$ cat src/rtl/core/ansi_escape_strip_normalizer_defines.svh
// ----------------------------------------------------------------------------
// Assertion macros for the escape stripper
// Shared concurrent assertion forms, clocked and disabled by reset.
// ----------------------------------------------------------------------------
`ifndef ANSI_ESCAPE_STRIP_NORMALIZER_DEFINES_SVH
`define ANSI_ESCAPE_STRIP_NORMALIZER_DEFINES_SVH

// Same-cycle implication.
`define AESN_ASSERT_IMPLY(label, clk, rst, lhs, rhs) \
   label: assert property (@(posedge clk) disable iff (rst) (lhs) |-> (rhs)) \
      else $error("aesn: implication check failed");

// Next-cycle implication.
`define AESN_ASSERT_NEXT(label, clk, rst, lhs, rhs) \
   label: assert property (@(posedge clk) disable iff (rst) (lhs) |=> (rhs)) \
      else $error("aesn: next-cycle check failed");

`endif

$ cat src/rtl/core/aesn_pkg.sv
// ----------------------------------------------------------------------------
// Escape stripper package
// Character constants, the result descriptor and the tab width clamp.
// ----------------------------------------------------------------------------
`default_nettype none

package aesn_pkg;

   localparam int unsigned ByteWidth  = 8;
   localparam int unsigned TabWidth   = 4;
   localparam int unsigned MaxRepeat  = 8;

   localparam logic [TabWidth-1:0] TabWidthReset = 4'd4;

   localparam logic [ByteWidth-1:0] ChEsc   = 8'h1B;
   localparam logic [ByteWidth-1:0] ChBel   = 8'h07;
   localparam logic [ByteWidth-1:0] ChLf    = 8'h0A;
   localparam logic [ByteWidth-1:0] ChCr    = 8'h0D;
   localparam logic [ByteWidth-1:0] ChTab   = 8'h09;
   localparam logic [ByteWidth-1:0] ChSpace = 8'h20;
   localparam logic [ByteWidth-1:0] ChLbrk  = 8'h5B;
   localparam logic [ByteWidth-1:0] ChRbrk  = 8'h5D;
   localparam logic [ByteWidth-1:0] ChBslash = 8'h5C;
   localparam logic [ByteWidth-1:0] CsiFinalLo = 8'h40;
   localparam logic [ByteWidth-1:0] CsiFinalHi = 8'h7E;

   // What one accepted byte produces: a byte repeated count times, or nothing.
   typedef struct packed {
      logic                 emit;
      logic [ByteWidth-1:0] data;
      logic [TabWidth-1:0]  count;
   } aesn_emit_type;

   function automatic logic [TabWidth-1:0] tab_clamp(input logic [TabWidth-1:0] w);
      logic [TabWidth-1:0] r;
      r = w;
      if (w == '0) begin
         r = TabWidth'(1);
      end else if (w > TabWidth'(MaxRepeat)) begin
         r = TabWidth'(MaxRepeat);
      end
      return r;
   endfunction

endpackage

`default_nettype wire

$ cat src/rtl/core/aesn_if.sv
// ----------------------------------------------------------------------------
// Escape stripper channels
// Valid/ready channels for raw bytes, cleaned bytes and the tab width write.
// ----------------------------------------------------------------------------
`default_nettype none

interface aesn_req_if;
   logic       valid;
   logic       ready;
   logic [7:0] in_byte;
   logic       end_of_text;

   modport source (output valid, output in_byte, output end_of_text, input ready);
   modport sink   (input valid, input in_byte, input end_of_text, output ready);
endinterface

interface aesn_rsp_if;
   logic       valid;
   logic       ready;
   logic [7:0] out_byte;
   logic       run_last;

   modport source (output valid, output out_byte, output run_last, input ready);
   modport sink   (input valid, input out_byte, input run_last, output ready);
endinterface

interface aesn_csr_if;
   logic       valid;
   logic       ready;
   logic [3:0] tab_width;

   modport source (output valid, output tab_width, input ready);
   modport sink   (input valid, input tab_width, output ready);
endinterface

`default_nettype wire

$ cat src/rtl/core/aesn_scan.sv
// ----------------------------------------------------------------------------
// Escape stripper scanner
// Holds the scan mode and decodes each accepted byte into a result descriptor.
// ----------------------------------------------------------------------------
`default_nettype none

module aesn_scan
   import aesn_pkg::*;
(
   input  logic                 clock,
   input  logic                 reset,
   input  logic                 accept,
   input  logic [ByteWidth-1:0] in_byte,
   input  logic                 end_of_text,
   input  logic [TabWidth-1:0]  tab_width,
   output aesn_emit_type        emit
);

   localparam logic [2:0] ModeNormal  = 3'd0;
   localparam logic [2:0] ModeEsc     = 3'd1;
   localparam logic [2:0] ModeCsi     = 3'd2;
   localparam logic [2:0] ModeOsc     = 3'd3;
   localparam logic [2:0] ModeOscEsc  = 3'd4;
   localparam logic [2:0] ModeAfterCr = 3'd5;

   logic [2:0]    mode_ff;
   logic [2:0]    mode_in;
   logic [2:0]    mode_next;
   logic [2:0]    norm_mode;
   aesn_emit_type norm_emit;

   // Normal text handling, also used for a byte after CR that is not LF.
   always_comb begin
      norm_mode = ModeNormal;
      norm_emit = '{emit: 1'b1, data: in_byte, count: TabWidth'(1)};
      if (in_byte == ChEsc) begin
         norm_mode      = ModeEsc;
         norm_emit.emit = 1'b0;
      end else if (in_byte == ChCr) begin
         norm_mode      = ModeAfterCr;
         norm_emit.data = ChLf;
      end else if (in_byte == ChTab) begin
         norm_emit.data  = ChSpace;
         norm_emit.count = tab_clamp(tab_width);
      end else if (in_byte < ChSpace && in_byte != ChLf) begin
         norm_emit.emit = 1'b0;
      end
   end

   always_comb begin
      mode_next = mode_ff;
      emit      = '{emit: 1'b0, data: in_byte, count: TabWidth'(1)};
      unique case (mode_ff)
         ModeEsc: begin
            if (in_byte == ChLbrk) begin
               mode_next = ModeCsi;
            end else if (in_byte == ChRbrk) begin
               mode_next = ModeOsc;
            end else begin
               mode_next = ModeNormal;
            end
         end
         ModeCsi: begin
            if (in_byte >= CsiFinalLo && in_byte <= CsiFinalHi) begin
               mode_next = ModeNormal;
            end
         end
         ModeOsc: begin
            if (in_byte == ChBel) begin
               mode_next = ModeNormal;
            end else if (in_byte == ChEsc) begin
               mode_next = ModeOscEsc;
            end
         end
         ModeOscEsc: begin
            if (in_byte == ChBslash || in_byte == ChBel) begin
               mode_next = ModeNormal;
            end else if (in_byte == ChEsc) begin
               mode_next = ModeOscEsc;
            end else begin
               mode_next = ModeOsc;
            end
         end
         ModeAfterCr: begin
            if (in_byte == ChLf) begin
               mode_next = ModeNormal;
            end else begin
               mode_next = norm_mode;
               emit      = norm_emit;
            end
         end
         default: begin
            mode_next = norm_mode;
            emit      = norm_emit;
         end
      endcase
   end

   always_comb begin
      mode_in = mode_ff;
      if (accept) begin
         mode_in = end_of_text ? ModeNormal : mode_next;
      end
   end

   always_ff @(posedge clock) begin
      if (reset) begin
         mode_ff <= ModeNormal;
      end else begin
         mode_ff <= mode_in;
      end
   end

endmodule

`default_nettype wire

$ cat src/rtl/core/ansi_escape_strip_normalizer.sv
// ----------------------------------------------------------------------------
// ANSI escape stripper and text normalizer
// Removes escape sequences, folds CR and CRLF to LF, expands tabs, drops
// other control bytes.
//
//   channel  | dir | payload                  | handshake
//   ---------+-----+--------------------------+-------------
//   req_chan | in  | in_byte, end_of_text     | valid/ready
//   rsp_chan | out | out_byte, run_last       | valid/ready
//   csr_chan | in  | tab_width                | valid/ready
//
// One raw byte is accepted per cycle while the output register is free or
// frees. Each byte is decoded in the cycle it is accepted and lands in a
// single output register; a tab repeats a space there tab_width times, clamped
// to 1..8, during which the input waits. A byte that yields no output only
// updates the scan mode. Reset is synchronous; the tab width returns to 4.
// A stall on rsp_chan holds the output register and stops intake once full.
// ----------------------------------------------------------------------------
`default_nettype none

`include "ansi_escape_strip_normalizer_defines.svh"

module ansi_escape_strip_normalizer
   import aesn_pkg::*;
#(
   parameter logic [TabWidth-1:0] TAB_WIDTH_RESET = TabWidthReset
)
(
   input  logic              clock,
   input  logic              reset,
   aesn_req_if.sink          req_chan,
   aesn_rsp_if.source        rsp_chan,
   aesn_csr_if.sink          csr_chan
);

   logic [TabWidth-1:0]  tab_width_ff;
   logic [TabWidth-1:0]  tab_width_in;
   logic                 pend_valid_ff;
   logic                 pend_valid_in;
   logic [ByteWidth-1:0] pend_byte_ff;
   logic [ByteWidth-1:0] pend_byte_in;
   logic [TabWidth-1:0]  pend_count_ff;
   logic [TabWidth-1:0]  pend_count_in;
   logic                 req_fire;
   logic                 rsp_fire;
   logic                 pend_last;
   aesn_emit_type        emit;

   assign pend_last = (pend_count_ff == TabWidth'(1));
   assign rsp_fire  = rsp_chan.valid && rsp_chan.ready;
   assign req_fire  = req_chan.valid && req_chan.ready;

   // Input is taken when the output register is free or frees this cycle.
   assign req_chan.ready = !pend_valid_ff || (rsp_chan.ready && pend_last);
   assign csr_chan.ready = 1'b1;

   assign rsp_chan.valid    = pend_valid_ff;
   assign rsp_chan.out_byte = pend_byte_ff;
   assign rsp_chan.run_last = pend_last;

   aesn_scan u_scan (
      .clock       (clock),
      .reset       (reset),
      .accept      (req_fire),
      .in_byte     (req_chan.in_byte),
      .end_of_text (req_chan.end_of_text),
      .tab_width   (tab_width_ff),
      .emit        (emit)
   );

   always_comb begin
      tab_width_in = tab_width_ff;
      if (csr_chan.valid && csr_chan.ready) begin
         tab_width_in = csr_chan.tab_width;
      end
   end

   always_comb begin
      pend_valid_in = pend_valid_ff;
      pend_byte_in  = pend_byte_ff;
      pend_count_in = pend_count_ff;
      if (rsp_fire) begin
         pend_count_in = pend_count_ff - TabWidth'(1);
         if (pend_last) begin
            pend_valid_in = 1'b0;
         end
      end
      if (req_fire) begin
         pend_valid_in = emit.emit;
         pend_byte_in  = emit.data;
         pend_count_in = emit.count;
      end
   end

   always_ff @(posedge clock) begin
      if (reset) begin
         tab_width_ff  <= TAB_WIDTH_RESET;
         pend_valid_ff <= 1'b0;
      end else begin
         tab_width_ff  <= tab_width_in;
         pend_valid_ff <= pend_valid_in;
      end
      pend_byte_ff  <= pend_byte_in;
      pend_count_ff <= pend_count_in;
   end

   `AESN_ASSERT_IMPLY(a_count_nonzero, clock, reset, pend_valid_ff, pend_count_ff != '0)
   `AESN_ASSERT_IMPLY(a_count_bounded, clock, reset, pend_valid_ff,
                      pend_count_ff <= TabWidth'(MaxRepeat))
   `AESN_ASSERT_IMPLY(a_no_overwrite, clock, reset, req_fire && pend_valid_ff,
                      rsp_fire && pend_last)
   `AESN_ASSERT_NEXT(a_repeat_holds, clock, reset, rsp_fire && !pend_last,
                     pend_valid_ff && $stable(pend_byte_ff))

endmodule

`default_nettype wire
$ cat src/flat_wrapper.sv
// flat-port wrapper written by rule: the top's interface ports become plain ports
module ansi_escape_strip_normalizer_flat import aesn_pkg::*;
#(
   parameter logic [TabWidth-1:0] TAB_WIDTH_RESET = TabWidthReset
)
  (clock, reset, req_chan_valid, req_chan_in_byte, req_chan_end_of_text, req_chan_ready, rsp_chan_valid, rsp_chan_out_byte, rsp_chan_run_last, rsp_chan_ready, csr_chan_valid, csr_chan_tab_width, csr_chan_ready);
  aesn_req_if req_chan_i ();
  aesn_rsp_if rsp_chan_i ();
  aesn_csr_if csr_chan_i ();
  input  logic clock;
  input  logic reset;
  input wire logic [$bits(req_chan_i.valid)-1:0] req_chan_valid;
  input wire logic [$bits(req_chan_i.in_byte)-1:0] req_chan_in_byte;
  input wire logic [$bits(req_chan_i.end_of_text)-1:0] req_chan_end_of_text;
  output wire logic [$bits(req_chan_i.ready)-1:0] req_chan_ready;
  output wire logic [$bits(rsp_chan_i.valid)-1:0] rsp_chan_valid;
  output wire logic [$bits(rsp_chan_i.out_byte)-1:0] rsp_chan_out_byte;
  output wire logic [$bits(rsp_chan_i.run_last)-1:0] rsp_chan_run_last;
  input wire logic [$bits(rsp_chan_i.ready)-1:0] rsp_chan_ready;
  input wire logic [$bits(csr_chan_i.valid)-1:0] csr_chan_valid;
  input wire logic [$bits(csr_chan_i.tab_width)-1:0] csr_chan_tab_width;
  output wire logic [$bits(csr_chan_i.ready)-1:0] csr_chan_ready;
  assign req_chan_i.valid = req_chan_valid;
  assign req_chan_i.in_byte = req_chan_in_byte;
  assign req_chan_i.end_of_text = req_chan_end_of_text;
  assign req_chan_ready = req_chan_i.ready;
  assign rsp_chan_valid = rsp_chan_i.valid;
  assign rsp_chan_out_byte = rsp_chan_i.out_byte;
  assign rsp_chan_run_last = rsp_chan_i.run_last;
  assign rsp_chan_i.ready = rsp_chan_ready;
  assign csr_chan_i.valid = csr_chan_valid;
  assign csr_chan_i.tab_width = csr_chan_tab_width;
  assign csr_chan_ready = csr_chan_i.ready;
  ansi_escape_strip_normalizer #(.TAB_WIDTH_RESET(TAB_WIDTH_RESET)) u_core (.clock(clock), .reset(reset), .req_chan(req_chan_i), .rsp_chan(rsp_chan_i), .csr_chan(csr_chan_i));
endmodule
$ cat config.mk
export PLATFORM = sky130hd
export DESIGN_NAME = ansi_escape_strip_normalizer_flat
export DESIGN_NICKNAME = d
export VERILOG_FILES = /design/src/rtl/core/aesn_pkg.sv /design/src/rtl/core/aesn_if.sv /design/src/rtl/core/aesn_scan.sv /design/src/rtl/core/ansi_escape_strip_normalizer.sv /design/src/flat_wrapper.sv
export VERILOG_INCLUDE_DIRS = /design/src /design/src/rtl/core
export SDC_FILE = /design/constraint.sdc
export NUM_CORES = 1
export LEC_CHECK = 0
export BUFFER_PORTS_ARGS = -buffer_cell sky130_fd_sc_hd__clkbuf_2
export CORE_MARGIN = 3
export CORE_UTILIZATION = 54
export CTS_BUF_LIST = sky130_fd_sc_hd__clkbuf_4 sky130_fd_sc_hd__clkbuf_8
export DETAILED_ROUTE_END_ITERATION = 12
export GPL_TIMING_DRIVEN = 0
export MAX_ROUTING_LAYER = met4
export PLACE_DENSITY = 0.92
export SLEW_MARGIN = 20
export SYNTH_ARGS = -nofsm -noshare
export SYNTH_HDL_FRONTEND = slang
export SYNTH_SLANG_ARGS = --single-unit
$ cat constraint.sdc
create_clock -name clock -period 2.1 [get_ports clock]
set_input_delay 0.21 -clock clock [delete_from_list [all_inputs] [get_ports clock]]
set_output_delay 0.21 -clock clock [all_outputs]
set_load 0.02 [all_outputs]
Word level (Yosys, flattened, before mapping)
Cells that the tools add are included.
Storage, ports and cells
  input port bits: 18
  bits in registers: 20
  output and inout port bits: 12
  logic and storage cells: 70
Operators by class
  equality and inequality tests: 17
  mux-type cells: 29
  reduce and logical (&&, ||, !) cells: 14
  add/sub/neg operators: 1
  magnitude comparators: 4
Operators with widths (number)
  3-bit two-way mux: 9
  13-bit case mux with 2 select lines: 1
  8-bit by 4-bit equality test with 1-bit output, second input constant: 3
  8-bit by 7-bit equality test with 1-bit output, second input constant: 3
  12-bit two-way mux: 2
  4-bit two-way mux: 5
  3-bit case mux with 5 select lines: 1
  13-bit two-way mux: 1
  8-bit by 3-bit equality test with 1-bit output, second input constant: 1
  8-bit by 5-bit equality test with 1-bit output, second input constant: 1
  8-bit by 7-bit greater-or-equal comparator with 1-bit output, second input constant: 1
  8-bit by 7-bit <= comparator with 1-bit output, second input constant: 1
  8-bit by 6-bit < comparator with 1-bit output, second input constant: 1
  8-bit two-way mux: 1
  8-bit by 4-bit inequality test with 1-bit output, second input constant: 1
  1-bit two-way mux: 7
  3-bit by 2-bit equality test with 1-bit output, second input constant: 2
  3-bit equality test, second input constant: 2
  1-bit logical AND: 5
  4-bit by 1-bit equality test with 1-bit output, second input constant: 1
  4-bit greater-than comparator, second input constant: 1
  4-bit logical NOT: 1
  2-bit two-way mux: 2
  4-bit inequality test, second input constant: 1
  other kinds (9): 11

Longest topological paths before layout
Gate-level depths: netlist of the first run.
  word-level depth: 9
  depth in mapped cells: 7
  gate-level depth less buffers: 7

Cells and area by module
From an unflattened synthesis of the first run, not the netlist that was laid out.
Unflattened totals
  cells, all modules: 141
  area, all modules: 1376.3 um^2
Modules (own cells, without submodules)
  ansi_escape_strip_normalizer: area an instance 724.4 um^2, cells an instance 48, sequential area each 460.4 um^2, instances 1
  aesn_scan: area an instance 651.9 um^2, cells an instance 93, sequential area each 60.1 um^2, instances 1

Worst setup path after synthesis of the first run
OpenSTA, ideal clock, no wires.
  path kind: register to register
  from: register u_core.u_scan.mode_ff[2]
  to: register u_core.pend_byte_ff[3], in the netlist u_core.rsp_chan.out_byte[3], data pin
  required time: 1845 ps
  path buffers: 1
  setup time: 255 ps
  arrival: 1559 ps
  slack: 286 ps
  cell stages (with the launch flop): 7
  cell sequence: dfxtp_1 > buf_2 > or3_1 > and2_4 > a311oi_2 > nand2_1 > and2_1
RTL lines
  from (decl): line aesn_scan.sv:26  | logic [2:0] mode_ff;
  from (signal assigned): line aesn_scan.sv:108  | mode_ff <= ModeNormal;
  from (signal assigned): line aesn_scan.sv:110  | mode_ff <= mode_in;
  to (signal assigned): line ansi_escape_strip_normalizer.sv:103  | pend_byte_ff <= pend_byte_in;
  to (decl): line ansi_escape_strip_normalizer.sv:40  | logic [ByteWidth-1:0] pend_byte_ff;

==> results of run 1 <==
==> worst max-delay path by stage <==
stage	startpoint	endpoint	slack, ps	cells after the start
3_5_place_dp	u_core.pend_count_ff[0]	u_core.pend_count_ff[1]	-50	6
3_3_place_gp	u_core.pend_count_ff[0]	u_core.pend_count_ff[1]	-10	6
4_1_cts	u_core.u_scan.mode_ff[2]	u_core.pend_count_ff[2]	70	6
6_report	u_core.u_scan.mode_ff[2]	u_core.rsp_chan.out_byte[3]	130	6
2_1_floorplan	u_core.u_scan.mode_ff[2]	u_core.rsp_chan.out_byte[3]	290	6
5_1_grt	u_core.pend_count_ff[1]	u_core.u_scan.mode_ff[1]	60	7
==> placed cells by master, fill, tap and decap left out, types with 4 or more instances in the layout <==
cell type and count:
clkbuf_1 5, nor4_1 5, nand2_1 11, inv_1 7
dfxtp_1 8, nand3_1 5, edfxtp_1 12, a21oi_1 4
nor2_1 11, clkbuf_2 25
==> state kept, by name, summed over array words and instances (netlist names) <==
register / cells
u_core.rsp_chan.valid: 1
u_core.rsp_chan.out_byte: 8
u_core.tab_width_ff: 4
u_core.u_scan.mode_ff: 3
u_core.pend_count_ff: 4
==> worst reg2reg max path: stages (launching register included) <==
cell      delay [ps]
dfxtp_1          320
buf_2            160
or3_1            430
and2_4           180
a311oi_2         300
nand2_2          170
and2_1           200
==> final cells by class <==
type	instances	area share
Multi-Input combinational cell	93	0.439
Sequential cell	20	0.360
Timing Repair Buffer	26	0.0919
Buffer	8	0.0251
Inverter	8	0.0234
Tap cell	27	0.0234
Clock inverter	1	0.0208
Clock buffer	3	0.0156
==> Yosys cell counts (all sizes together), types with 3 or more instances <==
| master | count | area (um^2) |
|---|---|---|
| or3 | 4 | 30.0 |
| nor2 | 11 | 41.3 |
| inv | 8 | 30.0 |
| buf | 3 | 17.5 |
| o21a | 3 | 22.5 |
| a21oi | 4 | 20.0 |
| mux2i | 3 | 30.0 |
| nand2 | 12 | 45.0 |
| nand3 | 5 | 25.0 |
| dfxtp | 8 | 160 |
| clkbuf | 5 | 18.8 |
| o21ai | 4 | 23.8 |
| nor2b | 3 | 18.8 |
| nor3b | 3 | 22.5 |
| nor4 | 6 | 43.8 |
| edfxtp | 12 | 360 |
| nand2b | 3 | 18.8 |
==> logic make-up after synthesis <==
family                     synth area share
xor gates and xnor gates             0.0145
adders and majority gates            0.0207
and+or+nand+nor                       0.287
DFF                                   0.431
buffers and inverters                0.0549
AOI/OAI and AO/OA                     0.155
muxes                                0.0342
other                               0.00310
==> layer usage <==
layer	vias up	wire (um)	track usage
met1	509	1240	0.247
met2	46	1290	0.371
met4	0	36	0.0894
met5	-	0	-
li1	535	-	-
met3	5	176	0.0282
==> stage by stage <==
step / worst slack [ps] / hold WS (ps) / instances
2_1_floorplan: 286 / 340 / 129
3_3_place_gp: -14.5 / 428 / 181
3_5_place_dp: -51.8 / 441 / 181
4_1_cts: 67.4 / 123 / 185
5_1_grt: 56.1 / 122 / 186
6_report: 126 / 123 / 186
==> power breakdown <==
| group | internal [uW] | leakage [uW] | total, uW | switching [uW] |
|---|---|---|---|---|
| clock | 193 | 0.0000279 | 321 | 128 |
| combinational | 72.1 | 0.000355 | 177 | 105 |
| sequential | 451 | 0.000182 | 472 | 20.2 |
==> timing repair <==
| item | 4_1_cts | 5_1_grt |
|---|---|---|
| gates resized for setup | 1 | 3 |
| cloned | 0 | 0 |
| buffers inserted | 0 | 1 |
| endpoints found under the setup margin | 2 | 3 |
| hold buffers | 0 | 0 |
==> metrics.txt, run 1 <==
# TYPE chip_impl_metric gauge
chip_impl_info{name="status",value="finished, final reports clean"} 1
chip_impl_metric{name="synth_nets",unit=""} 149
chip_impl_metric{name="ios",unit=""} 30
chip_impl_info{name="cp_top_family",value="simple AND/OR/NAND/NOR gates"} 1
chip_impl_metric{name="synth-seq-area-share",unit=""} 0.431
chip_impl_metric{name="power.density",unit="nW/um^2"} 672
chip_impl_metric{name="clk_pin_slew",unit="ps"} 120
chip_impl_metric{name="mappedNetlistArea",unit="um^2"} 1210
chip_impl_metric{name="drt_wl_total",unit="mm"} 2.74
chip_impl_info{name="tritoncts",value="built"} 1
chip_impl_metric{name="synth.distinct_cells",unit=""} 49
chip_impl_metric{name="die_area",unit="um^2"} 2840
chip_impl_info{name="clock_root_buffer",value="clkbuf_4"} 1
chip_impl_metric{name="setup_viol",unit=""} 0
chip_impl_metric{name="multiInputGateArea",unit="um^2"} 634
chip_impl_metric{name="insertion_delay",unit="ps"} 310
chip_impl_metric{name="cp.arrival",unit="ps"} 2060
chip_impl_info{name="worst_setup_path_end_kind",value="register"} 1
chip_impl_info{name="worst_path_max_delay_cell",value="or3_1"} 1
chip_impl_metric{name="peakVddDrop",unit="uV"} 503
chip_impl_metric{name="post_synth_inst_count",unit=""} 129
chip_impl_metric{name="layout-drive-gt1-share",unit=""} 0.289
chip_impl_metric{name="synth-edff-count",unit=""} 12
chip_impl_metric{name="slowest_delay",unit="ps"} 430
chip_impl_metric{name="cts_num_sinks",unit=""} 20
chip_impl_metric{name="number_of_nets_in_the_layout",unit=""} 180
chip_impl_metric{name="gr-usage-all-layers",unit=""} 0.214
chip_impl_metric{name="clock_tree.htree_level_count",unit=""} 1
chip_impl_metric{name="die_h",unit="um"} 53.3
chip_impl_metric{name="dp.final_hpwl",unit="mm"} 2.07
chip_impl_metric{name="portBuffers",unit=""} 25
chip_impl_metric{name="detailroute.via_count",unit=""} 1095
chip_impl_metric{name="grt_start_max_net_pins",unit=""} 13
chip_impl_info{name="start_kind",value="register"} 1
chip_impl_metric{name="postLayoutCellArea",unit="um^2"} 1440
chip_impl_metric{name="count_of_final_hold_check_violations",unit=""} 0
chip_impl_metric{name="drt_first_iter_violations",unit=""} 33
chip_impl_metric{name="grt_antenna_before_repair",unit=""} 0
chip_impl_info{name="whs_endpoint",value="u_core.tab_width_ff[2]"} 1
chip_impl_metric{name="n_fill_cell",unit=""} 173
chip_impl_info{name="hold_path_startpoint",value="csr_chan_tab_width[2]"} 1
chip_impl_metric{name="grt_first_pass_wirelength",unit="mm"} 4.34
chip_impl_metric{name="ys_warn_count",unit=""} 0
chip_impl_metric{name="slew_viol_final",unit=""} 0
chip_impl_metric{name="gp_congestion",unit=""} 0.986
chip_impl_metric{name="detail_route.wl_per_cell",unit="um"} 14.7
chip_impl_metric{name="ys_seq_elements",unit=""} 20
chip_impl_metric{name="postSynthAreaPerCell",unit="um^2"} 9.37
chip_impl_metric{name="design_power_total",unit="uW"} 970
chip_impl_metric{name="finalCoreUtilization",unit=""} 0.707
chip_impl_info{name="crit-reg2reg-launch",value="u_core.u_scan.mode_ff[2]"} 1
chip_impl_metric{name="path_buf_inv",unit=""} 1
chip_impl_metric{name="setup_total_negative_slack",unit="ps"} 0
chip_impl_metric{name="fin_crit_sh",unit=""} 0.940
chip_impl_metric{name="static-leakage-power",unit="uW"} 0.000565
chip_impl_metric{name="drt-vias-per-instance",unit=""} 5.89
chip_impl_metric{name="clock-skew-final",unit="ps"} 7.58
chip_impl_metric{name="syn2layout_area_growth",unit="%"} 19.5
chip_impl_metric{name="path_max_fanout",unit=""} 10
chip_impl_metric{name="async_flop_share",unit=""} 0
chip_impl_metric{name="floorplan.initialDensity",unit=""} 0.592
chip_impl_info{name="timing.critical_path.cells",value="buf_2 -> or3_1 -> and2_4 -> a311oi_2 -> nand2_2 -> and2_1"} 1
chip_impl_info{name="timing_worst_setup_path_type",value="reg2reg"} 1
chip_impl_metric{name="hold-path-cell-count",unit=""} 3
chip_impl_metric{name="diodes",unit=""} 0
chip_impl_metric{name="first_global_vias",unit=""} 1052
chip_impl_info{name="yosys_most_used_dff",value="edfxtp_1"} 1
chip_impl_metric{name="reg2reg_slack",unit="ps"} 130
chip_impl_metric{name="remaining_drc_errors",unit=""} 0
chip_impl_metric{name="clock_tree.buffer_depth",unit=""} 2
chip_impl_metric{name="die_width",unit="um"} 53.3
chip_impl_metric{name="core",unit="um^2"} 2040
chip_impl_metric{name="detailed_place.area",unit="um^2"} 1370
chip_impl_info{name="endpoint_of_the_worst_slack_reg_to_reg_timing_path",value="u_core.rsp_chan.out_byte[3]"} 1
chip_impl_metric{name="r2r_worst_path_depth",unit=""} 6
chip_impl_metric{name="seqCellArea",unit="um^2"} 520
chip_impl_info{name="class_of_the_worst_hold_path",value="in2reg"} 1
chip_impl_metric{name="max_cap_viol_count",unit=""} 0
chip_impl_metric{name="placementRows",unit=""} 16
chip_impl_metric{name="fmax",unit="MHz"} 507
chip_impl_metric{name="drt.antenna.violating_nets",unit=""} 0
chip_impl_metric{name="drtPass1Iterations",unit=""} 4
chip_impl_metric{name="fin_crit",unit="ps"} 1970
chip_impl_metric{name="cts_buffers",unit=""} 3
chip_impl_metric{name="required",unit="ps"} 2180
chip_impl_metric{name="globalRouteOverflowTotal",unit=""} 0
chip_impl_info{name="unrepaired_setup_endpoints_after_global_routing",value="false"} 1
Note: power is estimated with default switching activity, not from simulation.
==> inputs of run 2 (changes only) <==
--- a/config.mk
+++ b/config.mk
@@ -16,2 +16,3 @@
 export PLACE_DENSITY = 0.92
+export REMOVE_ABC_BUFFERS = 1
 export SLEW_MARGIN = 20
==> constraint.sdc (replaced) <==
create_clock -name clock -period 2.1 [get_ports clock]
set_input_delay 0.42 -clock clock [delete_from_list [all_inputs] [get_ports clock]]
set_output_delay 0.42 -clock clock [all_outputs]
set_load 0.005 [all_outputs]
==> metrics.txt, run 2 (same netlist as run 1, synthesis figures left out) <==
# TYPE chip_impl_metric gauge
chip_impl_info{name="status",value="finished, final reports clean"} 1
chip_impl_metric{name="fin_crit_sh",unit=""} 0.937
chip_impl_metric{name="routedLengthMet1",unit="mm"} 1.09
chip_impl_metric{name="clk_pin_slew",unit="ps"} 120
chip_impl_metric{name="core",unit="um^2"} 2040
chip_impl_metric{name="drtPass1Iterations",unit=""} 5
chip_impl_metric{name="portBuffers",unit=""} 28
chip_impl_metric{name="drt_first_iter_violations",unit=""} 52
chip_impl_metric{name="insertion_delay",unit="ps"} 310
chip_impl_metric{name="detail_route.wl_per_cell",unit="um"} 14.8
chip_impl_info{name="class_of_the_worst_hold_path",value="in2reg"} 1
chip_impl_metric{name="dp.final_hpwl",unit="mm"} 1.97
chip_impl_metric{name="number_of_nets_in_the_layout",unit=""} 175
chip_impl_metric{name="clock_tree.htree_level_count",unit=""} 1
chip_impl_metric{name="path_max_fanout",unit=""} 10
chip_impl_info{name="endpoint_of_the_worst_slack_reg_to_reg_timing_path",value="u_core.rsp_chan.out_byte[3]"} 1
chip_impl_info{name="tritoncts",value="built"} 1
chip_impl_metric{name="clock_tree.buffer_depth",unit=""} 2
chip_impl_metric{name="drt-vias-per-instance",unit=""} 6.00
chip_impl_metric{name="cp.arrival",unit="ps"} 2040
chip_impl_metric{name="drt_wl_total",unit="mm"} 2.68
chip_impl_metric{name="r2r_worst_path_depth",unit=""} 5
chip_impl_metric{name="fin_crit",unit="ps"} 1970
chip_impl_metric{name="placementRows",unit=""} 16
chip_impl_metric{name="post-route-worst-setup-slack",unit="ps"} 131
chip_impl_metric{name="cts_buffers",unit=""} 3
chip_impl_metric{name="gr-usage-all-layers",unit=""} 0.205
chip_impl_info{name="start_kind",value="register"} 1
chip_impl_info{name="crit-reg2reg-launch",value="u_core.u_scan.mode_ff[2]"} 1
chip_impl_metric{name="grt_start_max_net_pins",unit=""} 13
chip_impl_metric{name="tightestPinTransition",unit="ps"} 487
chip_impl_metric{name="die_h",unit="um"} 53.3
chip_impl_metric{name="dr_wl_met2",unit="mm"} 1.36
chip_impl_metric{name="globalRouteOverflowTotal",unit=""} 0
chip_impl_metric{name="first_global_vias",unit=""} 941
chip_impl_metric{name="setup_viol",unit=""} 0
chip_impl_metric{name="detailroute.via_count",unit=""} 1086
chip_impl_metric{name="diodes",unit=""} 0
chip_impl_info{name="critical_path_startpoint",value="u_core.u_scan.mode_ff[2]"} 1
chip_impl_metric{name="required",unit="ps"} 2170
chip_impl_info{name="worst_setup_path_end_kind",value="register"} 1
chip_impl_metric{name="floorplan.initialDensity",unit=""} 0.592
chip_impl_metric{name="max_cap_viol_count",unit=""} 0
chip_impl_info{name="route.top_layer_used",value="met4"} 1
chip_impl_info{name="timing_worst_setup_path_type",value="reg2reg"} 1
chip_impl_metric{name="slew_viol_final",unit=""} 0
chip_impl_metric{name="fmax",unit="MHz"} 508
chip_impl_metric{name="gp_congestion",unit=""} 0.864
chip_impl_metric{name="grt_antenna_before_repair",unit=""} 0
chip_impl_metric{name="peakVddDrop",unit="uV"} 310
chip_impl_metric{name="setup_total_negative_slack",unit="ps"} 0
chip_impl_metric{name="die_area",unit="um^2"} 2840
chip_impl_metric{name="layout-drive-gt1-share",unit=""} 0.299
chip_impl_metric{name="count_of_final_hold_check_violations",unit=""} 0
chip_impl_metric{name="reg2reg_slack",unit="ps"} 130
chip_impl_metric{name="syn2layout_area_growth",unit="%"} 17.5
chip_impl_metric{name="remaining_drc_errors",unit=""} 0
chip_impl_info{name="clock_root_buffer",value="clkbuf_4"} 1
chip_impl_info{name="unrepaired_setup_endpoints_after_global_routing",value="false"} 1
chip_impl_metric{name="largest_register_ffs",unit=""} 8
chip_impl_info{name="final_common_cell",value="clkbuf_2"} 1
chip_impl_info{name="most-common-layout-cells",value="clkbuf_2, nand2_1, edfxtp_1"} 1
chip_impl_metric{name="clock-skew-final",unit="ps"} 6.99
chip_impl_metric{name="drt.antenna.violating_nets",unit=""} 0
chip_impl_metric{name="slew_margin_rel",unit=""} 0.672
chip_impl_metric{name="static-leakage-power",unit="uW"} 0.000558
chip_impl_metric{name="n_fill_cell",unit=""} 151
chip_impl_metric{name="power.density",unit="nW/um^2"} 607
chip_impl_info{name="critical_path.endpoint",value="u_core.rsp_chan.out_byte[3]"} 1
chip_impl_metric{name="hold_buffer_count_at_cts",unit=""} 0
chip_impl_metric{name="die_width",unit="um"} 53.3
chip_impl_metric{name="post-place-ws",unit="ps"} -72.3
chip_impl_metric{name="ios",unit=""} 30
chip_impl_metric{name="grt_first_pass_wirelength",unit="mm"} 4.14
chip_impl_metric{name="cts_num_sinks",unit=""} 20
chip_impl_metric{name="met3RoutedLength",unit="um"} 195
## run 2: per-stage QoR
step	util	std cells	power, uW	hold slack (ps)	cell area [um^2]
6_report	0.695	181	862	332	1420
5_1_grt	0.695	181	899	341	1420
4_1_cts	0.682	180	843	343	1390
3_5_place_dp	0.659	176	622	492	1350
3_3_place_gp	0.659	176	615	481	1350
2_1_floorplan	-	121	558	461	1170
## run 2: worst min path at each step
stage	start	to	slack [ps]	depth (start not counted)
floorplan	u_core.tab_width_ff[0]	u_core.tab_width_ff[0]	460	2
global placement	u_core.tab_width_ff[0]	u_core.tab_width_ff[0]	480	2
detailed placement	u_core.tab_width_ff[0]	u_core.tab_width_ff[0]	490	2
CTS	csr_chan_tab_width[2]	u_core.tab_width_ff[2]	340	3
global route	req_chan_in_byte[7]	u_core.rsp_chan.out_byte[7]	340	1
finish	csr_chan_tab_width[2]	u_core.tab_width_ff[2]	330	3
## run 2: final cells by class
class	count	area (um^2)	share of cell area
Multi-Input combinational cell	93	648	0.456
Sequential cell	20	520	0.367
Timing Repair Buffer	29	148	0.104
Clock buffer	4	36.3	0.0256
Inverter	8	33.8	0.0238
Tap cell	27	33.8	0.0238
## run 2: power by group
group	switching [uW]	internal [uW]	total, uW	leakage [uW]
Clock	125	106	231	0.0000210
Combinational	82.6	74.1	157	0.000355
Sequential	23.0	452	475	0.000182
Total	231	632	862	0.000558
## run 2: repair_timing
item                                    4_1_cts  5_1_grt
buffers inserted                              0        1
endpoints found under the setup margin        2        3
pin swaps                                     0        1
gates resized for setup                       2        3
## run 2: layer usage
layer  vias up  GRT usage
li1        527          -
met1       502      0.246
met2        49      0.339
met3         8     0.0423
met4         0     0.0766
met5         -          -
## run 2: worst max-delay path, stage by stage, from the launching register on
cell and delay, ps:
dfxtp_1 420, or3_1 460, and2_4 180, a311oi_2 280
nand2_1 200, and2_1 200
